File: src/directory_listing_parser_top_macros.svh
// Assertion macros shared by the directory listing parser modules.
`ifndef DIRECTORY_LISTING_PARSER_TOP_MACROS_SVH
`define DIRECTORY_LISTING_PARSER_TOP_MACROS_SVH

// Property must hold at every rising clock edge outside reset.
`define DLP_ASSERT(name, clk, rst_n, prop, msg) \
  name: assert property (@(posedge clk) disable iff (!(rst_n)) (prop)) \
    else $error(msg);

// Condition must never be seen at a rising clock edge outside reset.
`define DLP_ASSERT_NEVER(name, clk, rst_n, cond, msg) \
  name: assert property (@(posedge clk) disable iff (!(rst_n)) !(cond)) \
    else $error(msg);

`endif

File: src/dlp_pkg.sv
// Types and constants of the directory listing parser.
package dlp_pkg;

  typedef enum logic [2:0] {
    PH_IDLE,
    PH_HEADER,
    PH_ENTRY,
    PH_NAME,
    PH_DONE,
    PH_ERROR
  } phase_e;

  typedef enum logic [2:0] {
    ST_NAME_BYTE      = 3'd0,
    ST_ENTRY_DONE     = 3'd1,
    ST_LISTING_DONE   = 3'd2,
    ST_HEADER_OVERRUN = 3'd3,
    ST_GROUP_TOO_BIG  = 3'd4,
    ST_ENTRY_OVERRUN  = 3'd5,
    ST_BAD_NAME_LEN   = 3'd6
  } status_e;

  localparam logic [31:0] SizeBias       = 32'd3;
  localparam logic [31:0] MinListingSize = 32'd4;
  localparam logic [31:0] HeaderBytes    = 32'd12;
  localparam logic [31:0] EntryBytes     = 32'd8;
  localparam logic [15:0] MaxNameLen     = 16'd256;
  localparam logic [3:0]  HeaderLastIdx  = 4'd11;
  localparam logic [3:0]  EntryLastIdx   = 4'd7;

  typedef struct packed {
    logic        mode;
    logic [31:0] listing_size;
    logic [7:0]  data_byte;
  } in_t;

  typedef struct packed {
    status_e     status;
    logic [7:0]  name_byte;
    logic        name_valid;
    logic [8:0]  name_length;
    logic [31:0] inode_block_start;
    logic [15:0] inode_block_offset;
    logic        listing_done;
  } out_t;

  // One result from the parser core toward the output stage.
  typedef struct packed {
    logic valid;
    out_t item;
  } res_t;

endpackage

File: src/dlp_core.sv
// Parser state and per-item next-state and result logic.
`include "directory_listing_parser_top_macros.svh"

module dlp_core #(
  parameter int unsigned MAX_GROUP_ENTRIES = 256
) (
  input  logic         clk_i,
  input  logic         rst_ni,
  input  logic         accept_i,
  input  dlp_pkg::in_t in_item_i,
  output dlp_pkg::res_t res_o
);

  dlp_pkg::phase_e phase_q, phase_d;
  logic [3:0]  fbc_q, fbc_d;
  logic [31:0] br_q, br_d;
  logic [8:0]  gel_q, gel_d;
  logic [31:0] gsb_q, gsb_d;
  logic [15:0] ofs_q, ofs_d;
  logic [8:0]  nbl_q, nbl_d;
  logic [31:0] asm_q, asm_d;

  logic [15:0] name_span;
  logic [8:0]  gel_dec;
  logic        finish;
  logic [7:0]  fin_byte;
  logic        fin_valid;

  assign gel_dec = gel_q - 9'd1;

  always_comb begin
    phase_d   = phase_q;
    fbc_d     = fbc_q;
    br_d      = br_q;
    gel_d     = gel_q;
    gsb_d     = gsb_q;
    ofs_d     = ofs_q;
    nbl_d     = nbl_q;
    asm_d     = asm_q;
    name_span = '0;
    finish    = 1'b0;
    fin_byte  = '0;
    fin_valid = 1'b0;
    res_o     = '0;

    if (accept_i) begin
      if (!in_item_i.mode) begin
        // A start item always begins a fresh listing.
        fbc_d = '0;
        gel_d = '0;
        gsb_d = '0;
        ofs_d = '0;
        nbl_d = '0;
        asm_d = '0;
        if (in_item_i.listing_size < dlp_pkg::MinListingSize) begin
          br_d                    = '0;
          phase_d                 = dlp_pkg::PH_DONE;
          res_o.valid             = 1'b1;
          res_o.item.status       = dlp_pkg::ST_LISTING_DONE;
          res_o.item.listing_done = 1'b1;
        end else begin
          br_d    = in_item_i.listing_size - dlp_pkg::SizeBias;
          phase_d = dlp_pkg::PH_HEADER;
        end
      end else begin
        case (phase_q)
          dlp_pkg::PH_HEADER: begin
            if (fbc_q == '0 && br_q < dlp_pkg::HeaderBytes) begin
              phase_d           = dlp_pkg::PH_ERROR;
              res_o.valid       = 1'b1;
              res_o.item.status = dlp_pkg::ST_HEADER_OVERRUN;
            end else begin
              if (fbc_q == '0) begin
                asm_d = '0;
              end
              br_d = br_q - 32'd1;
              if (fbc_q < 4'd4) begin
                asm_d[8*fbc_q[1:0] +: 8] = in_item_i.data_byte;
              end else if (fbc_q < 4'd8) begin
                if (fbc_q == 4'd4) begin
                  gsb_d = '0;
                end
                gsb_d[8*fbc_q[1:0] +: 8] = in_item_i.data_byte;
              end
              if (fbc_q == dlp_pkg::HeaderLastIdx) begin
                fbc_d = '0;
                if (asm_q >= 32'(MAX_GROUP_ENTRIES)) begin
                  phase_d           = dlp_pkg::PH_ERROR;
                  res_o.valid       = 1'b1;
                  res_o.item.status = dlp_pkg::ST_GROUP_TOO_BIG;
                end else begin
                  gel_d   = asm_q[8:0] + 9'd1;
                  phase_d = dlp_pkg::PH_ENTRY;
                end
              end else begin
                fbc_d = fbc_q + 4'd1;
              end
            end
          end

          dlp_pkg::PH_ENTRY: begin
            if (fbc_q == '0 && br_q < dlp_pkg::EntryBytes) begin
              phase_d           = dlp_pkg::PH_ERROR;
              res_o.valid       = 1'b1;
              res_o.item.status = dlp_pkg::ST_ENTRY_OVERRUN;
            end else begin
              if (fbc_q == '0) begin
                ofs_d = '0;
                asm_d = '0;
              end
              br_d = br_q - 32'd1;
              if (fbc_q < 4'd2) begin
                ofs_d[8*fbc_q[0] +: 8] = in_item_i.data_byte;
              end else if (fbc_q >= 4'd6) begin
                asm_d[8*fbc_q[0] +: 8] = in_item_i.data_byte;
              end
              if (fbc_q == dlp_pkg::EntryLastIdx) begin
                fbc_d     = '0;
                // Stored name size is one less than the length, mod 2^16.
                name_span = asm_d[15:0] + 16'd1;
                if (name_span > dlp_pkg::MaxNameLen || br_d < {16'd0, name_span}) begin
                  phase_d           = dlp_pkg::PH_ERROR;
                  res_o.valid       = 1'b1;
                  res_o.item.status = dlp_pkg::ST_BAD_NAME_LEN;
                end else begin
                  asm_d = {16'd0, name_span};
                  if (name_span == '0) begin
                    finish = 1'b1;
                  end else begin
                    nbl_d   = name_span[8:0];
                    phase_d = dlp_pkg::PH_NAME;
                  end
                end
              end else begin
                fbc_d = fbc_q + 4'd1;
              end
            end
          end

          dlp_pkg::PH_NAME: begin
            br_d  = br_q - 32'd1;
            nbl_d = nbl_q - 9'd1;
            if (nbl_d == '0) begin
              finish    = 1'b1;
              fin_byte  = in_item_i.data_byte;
              fin_valid = 1'b1;
            end else begin
              res_o.valid           = 1'b1;
              res_o.item.status     = dlp_pkg::ST_NAME_BYTE;
              res_o.item.name_byte  = in_item_i.data_byte;
              res_o.item.name_valid = 1'b1;
            end
          end

          default: begin
            // Idle, done or error: listing bytes are dropped.
          end
        endcase

        if (finish) begin
          gel_d = gel_dec;
          fbc_d = '0;
          if (gel_dec == '0) begin
            if (br_d == '0) begin
              phase_d                 = dlp_pkg::PH_DONE;
              res_o.item.listing_done = 1'b1;
            end else begin
              phase_d = dlp_pkg::PH_HEADER;
            end
          end else begin
            phase_d = dlp_pkg::PH_ENTRY;
          end
          res_o.valid                   = 1'b1;
          res_o.item.status             = dlp_pkg::ST_ENTRY_DONE;
          res_o.item.name_byte          = fin_byte;
          res_o.item.name_valid         = fin_valid;
          res_o.item.name_length        = asm_d[8:0];
          res_o.item.inode_block_start  = gsb_q;
          res_o.item.inode_block_offset = ofs_d;
        end
      end
    end
  end

  always_ff @(posedge clk_i or negedge rst_ni) begin
    if (!rst_ni) begin
      phase_q <= dlp_pkg::PH_IDLE;
      fbc_q   <= '0;
      br_q    <= '0;
      gel_q   <= '0;
      gsb_q   <= '0;
      ofs_q   <= '0;
      nbl_q   <= '0;
      asm_q   <= '0;
    end else begin
      phase_q <= phase_d;
      fbc_q   <= fbc_d;
      br_q    <= br_d;
      gel_q   <= gel_d;
      gsb_q   <= gsb_d;
      ofs_q   <= ofs_d;
      nbl_q   <= nbl_d;
      asm_q   <= asm_d;
    end
  end

  `DLP_ASSERT(a_name_left_nonzero, clk_i, rst_ni,
    phase_q != dlp_pkg::PH_NAME || nbl_q != '0, "name phase with no name bytes left")
  `DLP_ASSERT(a_group_entries_live, clk_i, rst_ni,
    (phase_q != dlp_pkg::PH_ENTRY && phase_q != dlp_pkg::PH_NAME) ||
    (gel_q != '0 && 32'(gel_q) <= 32'(MAX_GROUP_ENTRIES)),
    "entry parsing outside a live group")
  `DLP_ASSERT(a_field_index_range, clk_i, rst_ni,
    (phase_q != dlp_pkg::PH_HEADER || fbc_q <= dlp_pkg::HeaderLastIdx) &&
    (phase_q != dlp_pkg::PH_ENTRY || fbc_q <= dlp_pkg::EntryLastIdx),
    "field byte index past end of field")

endmodule

File: src/dlp_out_reg.sv
// Result register between the parser core and the output channel.
`include "directory_listing_parser_top_macros.svh"

module dlp_out_reg (
  input  logic          clk_i,
  input  logic          rst_ni,
  input  logic          push_i,
  input  dlp_pkg::out_t item_i,
  input  logic          out_ready_i,
  output logic          out_valid_o,
  output dlp_pkg::out_t out_item_o
);

  logic          valid_q, valid_d;
  dlp_pkg::out_t item_q;

  always_comb begin
    valid_d = valid_q;
    if (push_i) begin
      valid_d = 1'b1;
    end else if (out_ready_i) begin
      valid_d = 1'b0;
    end
  end

  always_ff @(posedge clk_i or negedge rst_ni) begin
    if (!rst_ni) begin
      valid_q <= 1'b0;
    end else begin
      valid_q <= valid_d;
    end
  end

  always_ff @(posedge clk_i) begin
    if (push_i) begin
      item_q <= item_i;
    end
  end

  assign out_valid_o = valid_q;
  assign out_item_o  = item_q;

  `DLP_ASSERT_NEVER(a_no_overwrite, clk_i, rst_ni,
    push_i && valid_q && !out_ready_i, "result overwritten while stalled")

endmodule

File: src/directory_listing_parser_top.sv
// Top level of the directory listing parser.
//
// The input channel (in_valid_i, in_ready_o, in_data_i) carries one item per
// handshake. A start item (mode 0) opens a listing with its raw size; a data
// item (mode 1) carries one byte of the decompressed listing. The output
// channel (out_valid_o, out_ready_i, out_data_o) gives at most one result
// item for each input item: a name byte, a finished entry, the end of the
// listing or an error code.
// A result appears on the output in the cycle after the item that causes it
// is accepted. Throughput is one item per cycle while the receiver does not
// stall; all parsing is counter and compare logic between the state
// registers and the single result register.
// The result register is the only buffer. The input is ready whenever that
// register is empty or is being emptied in the same cycle, so a stalled
// receiver holds back the input only while a result is waiting.
// Reset puts the parser in its idle phase with all counters cleared and the
// result register empty; data items are ignored until a start item arrives.
module directory_listing_parser_top #(
  parameter int unsigned MAX_GROUP_ENTRIES = 256
) (
  input  logic          clk_i,
  input  logic          rst_ni,
  input  logic          in_valid_i,
  output logic          in_ready_o,
  input  dlp_pkg::in_t  in_data_i,
  output logic          out_valid_o,
  input  logic          out_ready_i,
  output dlp_pkg::out_t out_data_o
);

  logic          accept;
  dlp_pkg::res_t res;

  // Accept a new item whenever the result register can take its result.
  assign in_ready_o = !out_valid_o || out_ready_i;
  assign accept     = in_valid_i && in_ready_o;

  dlp_core #(
    .MAX_GROUP_ENTRIES(MAX_GROUP_ENTRIES)
  ) u_core (
    .clk_i    (clk_i),
    .rst_ni   (rst_ni),
    .accept_i (accept),
    .in_item_i(in_data_i),
    .res_o    (res)
  );

  // The core only raises a result for an accepted item.
  dlp_out_reg u_out_reg (
    .clk_i      (clk_i),
    .rst_ni     (rst_ni),
    .push_i     (res.valid),
    .item_i     (res.item),
    .out_ready_i(out_ready_i),
    .out_valid_o(out_valid_o),
    .out_item_o (out_data_o)
  );

endmodule

File: config.mk
export PLATFORM = sky130hd
export DESIGN_NAME = directory_listing_parser_top
export DESIGN_NICKNAME = d
export VERILOG_FILES = /design/src/dlp_pkg.sv /design/src/dlp_core.sv /design/src/dlp_out_reg.sv /design/src/directory_listing_parser_top.sv
export VERILOG_INCLUDE_DIRS = /design/src /design/src/src
export SDC_FILE = /design/constraint.sdc
export NUM_CORES = 1
export LEC_CHECK = 0
export ABC_AREA = 1
export ABC_CLOCK_PERIOD_IN_PS = 7500
export BUFFER_PORTS_ARGS = -buffer_cell sky130_fd_sc_hd__buf_2
export CAP_MARGIN = 20
export CORE_MARGIN = 2
export CORE_UTILIZATION = 50
export CTS_BUF_LIST = sky130_fd_sc_hd__clkbuf_8
export DETAILED_ROUTE_END_ITERATION = 10
export PLACE_DENSITY_LB_ADDON = 0.15
export SETUP_SLACK_MARGIN = 0.5
export SYNTH_ARGS = -nofsm -noshare
export SYNTH_HDL_FRONTEND = slang
export SYNTH_SLANG_ARGS = --single-unit
File: constraint.sdc
create_clock -name clk_i -period 7.5 [get_ports clk_i]
set_clock_uncertainty 0.05 [all_clocks]
set_input_delay 1.125 -clock clk_i [delete_from_list [all_inputs] [get_ports clk_i]]
set_output_delay 1.125 -clock clk_i [all_outputs]
set_load 0.01 [all_outputs]
==> results.yml, run 1 <==
cells_and_area:
  diodes: 0
  nFillCells: 2726
  layout.nets: 2123
  areaGrowthSynthToFinish_pct: 11.9
  drive_gt1_share_pct: 11.5
  final_cell_area_um2: 15600
  final_cells: 2452
clocking:
  cts_hold_repair.buffers: 0
  clock-sinks: 208
  cts_tree: "done"
  cts_buffers: 36
  htreeDepth: 2
  cts_buffer_depth: 3
  cts_setup_buffers: 0
  cts-root-buf: "clkbuf_8"
  ctsResizeCount: 0
  clk_latency_ns: 0.54
  clk_pin_slew_ns: 0.07
worst_setup_path:
  crit_start: "u_core.fbc_q[0]"
  regToRegStartpoint: "u_core.fbc_q[0]"
  critPathTopFamily: "simple AND/OR/NAND/NOR gates"
  crit_path_frequent_cell: "nand2_1"
  end_kind: "register"
  cp.arrival_ns: 6.46
  cp_num_buf_inv: 5
  cp-start-kind: "register"
  cpPeakStageDelay_ns: 0.75
  critPathSlowestCell: "dfrtp_1"
  critPathRequiredTime_ns: 7.61
  critical_path.max_fanout: 53
  worst-setup-path-type: "register to register"
global_route:
  grt_antenna_before_repair: 0
  grt_usage_pct: 28.2
  grt_pass1_wl_um: 65100
  grt_max_degree: 71
  overflow: 0
  grt_pass1_vias: 12500
timing:
  setup_viol: 0
  period_share_pct: 84.6
  finalHoldViolCount: 0
  final_max_slew_viol_count: 0
  max_freq_mhz: 158
  worst_pin_slew_ns: 0.971
  whs_ns: 0.421
  rsz0062_at_grt: "false"
  relSlewSlack_pct: 35.2
  finalSetupTns_ns: 0
  min_period_ns: 6.35
worst_hold_path:
  hold_path.class: "register to register"
  hold_path_startpoint: "u_core.gel_q[4]"
yosys:
  ys_seq_elements: 208
  yosysTopAreaCellShare_pct: 24.8
  netlist_top_cells_area: "dfrtp_1 (25%), edfxtp_1 (15%), nand2_1 (13%)"
  syn_avg_cell_area_um2: 7.18
  synth_cell_types: 52
  synthCells: 1941
  yosys.area.top_type: "dfrtp_1"
  syn_nets: 2015
  synth-seq-area-share_pct: 39.9
  netlist_area_um2: 13900
  synth_warnings: 0
drt:
  top_layer: "met4"
  met1_length_um: 17400
  drt_wl_total_um: 40400
  firstDrtPassIters: 6
  remaining_drc_errors: 0
  wl_met3_um: 2430
  drtIter0Drc: 1107
  drtAntennaViolNets: 0
  vias: 13300
  drt-wirelength-per-cell_um: 16.5
  via_per_inst: 5.44
  met2_wirelength_um: 19100
power_and_ir_drop:
  p_leak_uw: 0.00703
  p_per_area_nw_per_um2: 320
  power.total_uw: 4990
  vdd_drop_max_v: 0.000134
placed_design:
  dp.cells: 2387
  io_buffers: 116
  gp_congestion: 0.943
  placed_area_um2: 14800
  hpwl_um: 30500
floorplan:
  die_h_um: 171
  dieWidth_um: 171
  initial_core_util_pct: 50.4
  pin_count: 117
  core_um2: 27600
  dieArea_um2: 29200
  rows: 61
outcome:
  status: "finished clean"
job:
  max_cap_violations: 0
[routing by layer]
metal,track usage (%),up-vias
li1,-,6584
met5,0,-
met1,36.6,6167
met4,11.3,0
met2,47.5,478
met3,3.93,102
[final cells by class]
| cell class | instances | area [um^2] | share of cell area, % |
|---|---|---|---|
| Tap cell | 378 | 473 | 3.03 |
| Timing Repair Buffer | 134 | 722 | 4.63 |
| Clock buffer | 42 | 578 | 3.71 |
| Inverter | 237 | 890 | 5.71 |
| Clock inverter | 21 | 175 | 1.12 |
| Multi-Input combinational cell | 1432 | 7200 | 46.2 |
| Sequential cell | 208 | 5560 | 35.6 |
[worst min-delay path: stages, from the launching register on]
cell,delay [ns]
dfrtp_1,0.34
nand2_1,0.05
nand2_1,0.04
[synth_stat cells, drive strengths merged]
library cell,number
o22ai,20
a21boi,2
nand3,138
a21o,5
nand4,31
buf,16
a32oi,1
ha,29
a32o,2
nand2,505
o311ai,1
nor3,42
a221oi,1
o21ai,177
and2,3
a22oi,10
inv,233
nand3b,4
a211oi,3
o32ai,1
xnor2,19
a22o,2
nor4,10
clkbuf,48
nor3b,3
o221ai,15
or2,2
a21oi,46
dfrtp,138
edfxtp,70
nor2,285
a221o,3
o211ai,11
xor2,54
o31ai,5
and3,2
clkinv,4
[final timing paths]
path	endpoint	slack [ns]	cells past startpoint
worst max-delay path	u_out_reg.out_item_o[44]	1.15	31
worst min-delay path	u_core.gel_q[4]	0.42	2
worst max register to register	u_out_reg.out_item_o[44]	1.15	31
worst min register to register	u_core.gel_q[4]	0.42	2
max in group asynchronous	u_core.nbl_q[1]	5.50	2
min in group asynchronous	u_core.ofs_q[4]	0.53	1
[power by group]
part | internal [uW] | switching [uW] | total (uW)
clock network | 616 | 465 | 1080
registers | 1360 | 224 | 1580
logic | 715 | 1610 | 2330
total | 2690 | 2300 | 4990
[registers in the layout, summed over array words and instances, names as in the netlist, 4 cells and up]
name,count
u_core.asm_q,32
u_core.nbl_q,9
u_core.fbc_q,4
u_core.gel_q,9
u_out_reg.out_item_o,70
u_core.br_q,32
u_core.gsb_q,32
u_core.ofs_q,16
[kinds of logic after synthesis]
kind of cell / Yosys count / synth area share [%]
AO/OA/AOI/OAI: 305 / 12.6
XOR/XNOR: 73 / 4.64
adder cells (fa/ha/maj): 29 / 2.61
buffers and inverters: 301 / 8.50
flip-flops: 208 / 39.9
AND/OR/NAND/NOR: 1025 / 31.8
[metrics by stage]
stage,util (%),setup slack [ns]
final,56.4,1.15
after global routing,56.4,0.656
after CTS,56.4,1.19
after detailed placement,53.7,1.22
after global placement,53.7,1.46
after floorplan,-,1.85
[layout by cell type (no fill, tap or decap), types with 9 or more instances in the layout]
cell      synthesis  final
nand2_1         488    488
nor2_1          266    264
inv_1           226    234
o21ai_0         165    165
dfrtp_1         138    138
nand3_1         135    135
buf_2             7    115
edfxtp_1         70     70
xor2_1           53     53
a21oi_1          45     45
clkbuf_8          0     42
nor3_1           40     40
nand4_1          31     31
ha_1             29     29
o22ai_1          20     20
xnor2_1          19     19
buf_4             2     18
o221ai_1         15     15
nor2_2           12     13
o21ai_1          12     12
o211ai_1         11     11
nor4_1           10     10
a22oi_1          10     10
clkinv_1          4      9
(Power assumes the default switching activity.)
==> run 2, diff against run 1 <==
ABC_CLOCK_PERIOD_IN_PS = 6000   (was 7500)
clock period = 6 ns   (was 7.5 ns; I/O delays follow)
==> run 2 against run 1 <==
Sequential cell count unchanged. Global-route usage grew 0.41 points. Via count is 0.67% lower.
==> results.yml, run 2 (synthesis results as in run 1) <==
floorplan:
  pin_count: 117
  initial_core_util_pct: 50.4
  core_um2: 27600
  die_h_um: 171
  dieArea_um2: 29200
  rows: 61
  dieWidth_um: 171
cells_and_area:
  drive_gt1_share_pct: 11.8
  diodes: 0
  multi_input_area_um2: 7220
  final_common_cell: "nand2_1"
  layout_common_cells: "nand2_1 (488), nor2_1 (264), inv_1 (240), o21ai_0 (165), dfrtp_1 (137)"
  ff_latch_area_um2: 5560
  largest_reg_flops: 70
  final_cells: 2461
  nFillCells: 2785
  final_cell_area_um2: 15600
  areaGrowthSynthToFinish_pct: 12.1
  layout.nets: 2129
placed_design:
  placed_area_um2: 14900
  gp_congestion: 0.971
  io_buffers: 116
  dp.cells: 2392
  hpwl_um: 31000
timing:
  final_max_slew_viol_count: 0
  setup_viol: 0
  max_freq_mhz: 200
  finalSetupTns_ns: 0
  whs_ns: 0.387
  rsz0062_at_grt: "false"
  worst_pin_slew_ns: 1.04
  relSlewSlack_pct: 30.5
  period_share_pct: 83.2
  finalHoldViolCount: 0
  min_period_ns: 4.99
global_route:
  use_met1_pct: 37.5
  grt_max_degree: 89
  overflow: 0
  grt_pass1_vias: 12500
  use_met2_pct: 47.9
  grt_pass1_wl_um: 65500
  use_met3_pct: 3.82
  gr-max-usage-layer: "met2"
  grt_antenna_before_repair: 0
  grt_usage_pct: 28.6
power_and_ir_drop:
  power.total_uw: 6180
  p_sw_uw: 2900
  p_per_area_nw_per_um2: 396
  vdd_drop_max_v: 0.000148
  pwr-share-seq_pct: 31.7
  clkPwrFrac_pct: 20.4
  swShare_pct: 47.0
  p_comb_share_pct: 47.8
  intPower_uw: 3280
  p_leak_uw: 0.00706
worst_setup_path:
  cp.arrival_ns: 5.20
  regToRegStartpoint: "u_core.fbc_q[1]"
  critPathTopFamily: "simple AND/OR/NAND/NOR gates"
  reg2reg_depth: 33
  crit_start: "u_core.fbc_q[1]"
  crit_path_frequent_cell: "nand2_1"
  crit_end: "u_out_reg.out_item_o[68]"
  worst-setup-path-type: "register to register"
  r2r_slack_ns: 1.01
  critical_path.max_fanout: 70
  cp.depth: 33
  critPathRequiredTime_ns: 6.21
  cp_num_buf_inv: 6
  worst_r2r_endpoint: "u_out_reg.out_item_o[68]"
  cp-start-kind: "register"
  end_kind: "register"
  critPathSlowestCell: "dfrtp_2"
  cpPeakStageDelay_ns: 0.42
clocking:
  cts_buffer_depth: 3
  cts_hold_repair.buffers: 0
  cts-root-buf: "clkbuf_8"
  cts_tree: "done"
  cts_buffers: 37
  clock-sinks: 208
  htreeDepth: 2
  clk_pin_slew_ns: 0.06
  clk_latency_ns: 0.55
worst_hold_path:
  hold_path.class: "primary input to asynchronous set/reset pin"
drt:
  via_per_inst: 5.38
  drt_wl_total_um: 41000
  vias: 13200
  remaining_drc_errors: 0
  drt-wirelength-per-cell_um: 16.7
  drtAntennaViolNets: 0
  drtIter0Drc: 1044
  firstDrtPassIters: 5
outcome:
  status: "finished clean"
job:
  max_cap_violations: 0
-- run 2: cell types whose count changed in the layout (fill, tap and decap cells not counted), sizes merged --
cell      delta
buf          +5
inv          +4
bufinv       -2
clkbuf       -2
clkinv       +2
clkinvlp     +2
-- run 2: worst min path at each step --
| stage | from | to | cells past startpoint |
|---|---|---|---|
| final | rst_ni | u_core.ofs_q[12] | 1 |
| after global routing | rst_ni | u_core.ofs_q[8] | 1 |
| after CTS | rst_ni | u_core.ofs_q[12] | 1 |
| after detailed placement | u_core.gel_q[4] | u_core.gel_q[4] | 2 |
| after global placement | u_core.gel_q[4] | u_core.gel_q[4] | 2 |
| after floorplan | u_core.gel_q[4] | u_core.gel_q[4] | 2 |
-- run 2: cell type report --
| cell class | count | area share, % |
|---|---|---|
| Inverter | 237 | 5.72 |
| Multi-Input combinational cell | 1432 | 46.2 |
| Tap cell | 378 | 3.03 |
| Clock buffer | 40 | 3.53 |
| Timing Repair Buffer | 139 | 4.95 |
| Sequential cell | 208 | 35.6 |
| Clock inverter | 27 | 0.962 |
-- run 2: power by group through the flow --
stage	Sequential (uW)	Clock (uW)	Combinational [uW]
2_1_floorplan	1890	0	2180
3_3_place_gp	1980	0	2870
3_5_place_dp	1980	0	2910
4_1_cts	1950	1290	2920
5_1_grt	2000	1360	3340
6_report	1960	1260	2960
-- run 2: layer usage --
layer	wire length, um	vias up
met4	1640	0
met1	17600	6097
met2	19200	446
li1	-	6598
met5	0	-
met3	2500	101
-- run 2: stage by stage --
step	utilization, %	setup slack (ns)
2_1_floorplan	-	0.646
3_3_place_gp	53.8	0.604
3_5_place_dp	53.8	0.470
4_1_cts	56.4	0.618
5_1_grt	56.5	0.505
6_report	56.5	1.01
-- run 2: repair_timing --
| action | CTS | global route |
|---|---|---|
| pin swaps | 0 | 1 |
| setup buffers | 0 | 2 |
| hold endpoints to repair | 0 | 0 |
| setup endpoints to repair | 70 | 127 |
| resized for setup | 1 | 7 |
==> run 3, diff against run 2 <==
ABC_CLOCK_PERIOD_IN_PS = 5000   (was 6000)
clock period = 5 ns   (was 6 ns; I/O delays follow)
==> run 3 against run 2 <==
Setup slack lost 0.30 ns. Wire length grew 7.1%. Final area grew 5.5%. Non-clock buffer count increased by 52. Sequential power rose by 20%. Core utilization grew 3.1 points. Critical path depth stayed put. Clock-buffer cell count grew 2. Critical path type unchanged. Largest power group unchanged.
==> results.yml, run 3 (synthesis results as in run 1) <==
outcome:
  status: "finished clean"
cells_and_area:
  areaGrowthSynthToFinish_pct: 18.3
  layout.nets: 2183
  drive_gt1_share_pct: 16.2
  final_common_cell: "nand2_1"
  diodes: 0
  layout_common_cells: "nand2_1 (472), nor2_1 (257), inv_1 (234), o21ai_0 (162), dfrtp_1 (134)"
  largest_reg_flops: 70
power_and_ir_drop:
  p_leak_uw: 0.00737
  power.total_uw: 7890
  vdd_drop_max_v: 0.000195
  p_per_area_nw_per_um2: 479
global_route:
  grt_pass1_wl_um: 68200
  grt_pass1_vias: 12900
  grt_max_degree: 103
  grt_usage_pct: 29.8
  grt_antenna_before_repair: 0
  overflow: 0
drt:
  vias: 13800
  drt-wirelength-per-cell_um: 17.5
  drt_wl_total_um: 43900
  firstDrtPassIters: 5
  drtAntennaViolNets: 0
  remaining_drc_errors: 0
  via_per_inst: 5.49
  drtIter0Drc: 1101
worst_setup_path:
  worst-setup-path-type: "register to register"
  critical_path.max_fanout: 9
  r2r_slack_ns: 0.71
  cp-start-kind: "register"
  critPathSlowestCell: "dfrtp_2"
  end_kind: "register"
  cpPeakStageDelay_ns: 0.37
  reg2reg_depth: 33
  crit_path_frequent_cell: "nand2_1"
  critPathRequiredTime_ns: 5.24
  cp.arrival_ns: 4.53
floorplan:
  core_um2: 27600
  rows: 61
  die_h_um: 171
  dieArea_um2: 29200
  dieWidth_um: 171
  initial_core_util_pct: 50.4
  pin_count: 117
clocking:
  cts_buffers: 37
  htreeDepth: 2
  cts_buffer_depth: 3
  cts-root-buf: "clkbuf_8"
  cts_hold_repair.buffers: 0
  clk_pin_slew_ns: 0.07
  clock-sinks: 208
  cts_tree: "done"
  clk_latency_ns: 0.56
placed_design:
  gp_congestion: 0.958
  hpwl_um: 32300
  io_buffers: 116
timing:
  whs_ns: 0.273
  period_share_pct: 85.9
  finalHoldViolCount: 0
  rsz0062_at_grt: "false"
  final_max_slew_viol_count: 0
  max_freq_mhz: 233
  worst_pin_slew_ns: 0.975
  finalSetupTns_ns: 0
  setup_viol: 0
  min_period_ns: 4.29
  relSlewSlack_pct: 35.0
job:
  max_cap_violations: 0
worst_hold_path:
  hold_path.class: "primary input to asynchronous set/reset pin"
==> run 3: cell count changes in the layout (fill, tap and decap cells not counted), moves of 6 or more <==
cell / previous run / this run
buf_4: 22 / 60
inv_1: 240 / 234
nand2_1: 488 / 472
nand2_2: 7 / 19
nand2_8: 2 / 8
nor2_1: 264 / 257
==> run 3: layout make-up <==
class,count,area (um^2)
clock inverters,24,138
clock buffers,42,578
inverters,237,912
repair buffers,191,1340
well taps,378,473
multi-input cells,1434,7480
fillers,2624,11200
flip-flops and latches,208,5560
==> run 3: worst paths after layout <==
kind / startpoint / end
worst max-delay path: u_core.fbc_q[1] / u_out_reg.out_item_o[19]
worst min-delay path: rst_ni / u_core.br_q[1]
worst max register to register: u_core.fbc_q[1] / u_out_reg.out_item_o[19]
worst min register to register: u_core.gsb_q[10] / u_core.gsb_q[10]
max in group asynchronous: rst_ni / u_core.gel_q[4]
min in group clk_i: u_core.gsb_q[10] / u_core.gsb_q[10]
==> run 3: metrics by stage <==
| stage | util, % | setup WS (ns) | area [um^2] | std cells |
|---|---|---|---|---|
| after floorplan | - | 0.192 | 14000 | 1941 |
| after global placement | 54.6 | 0.452 | 15100 | 2407 |
| after detailed placement | 54.6 | 0.348 | 15100 | 2408 |
| after CTS | 57.6 | 0.507 | 15900 | 2481 |
| after global routing | 59.6 | 0.391 | 16500 | 2514 |
| final | 59.6 | 0.707 | 16500 | 2514 |
==> run 3: repair_timing <==
item                       4_1_cts  5_1_grt
cloned                           2        5
setup endpoints to repair       70      161
pin swaps                        4       23
buffers inserted                 5       28
resized for setup                4       54
hold endpoints to repair         0        0
==> run 3: power breakdown <==
part	leakage [uW]	total, uW	switching [uW]	internal (uW)
Clock	0.000414	1550	722	824
Combinational	0.00444	3990	2640	1350
Sequential	0.00252	2360	319	2040
Total	0.00737	7890	3680	4210
==> run 3: critical path: cells and delay by family, from the launching register on <==
family,cells,cell delay (ns)
adders and majority gates,1,0.15
DFF,1,0.37
and+or+nand+nor,23,2.24
buffers and inverters,7,0.98
AOI/OAI and AO/OA,2,0.22
==> run 3: layer usage <==
layer	track usage, %	vias up	part of all wire, %
met1	37.6	6429	40
met3	3.86	122	6.5
met2	52.1	516	49
met5	0	-	0
li1	-	6723	-
met4	11.9	0	4.2
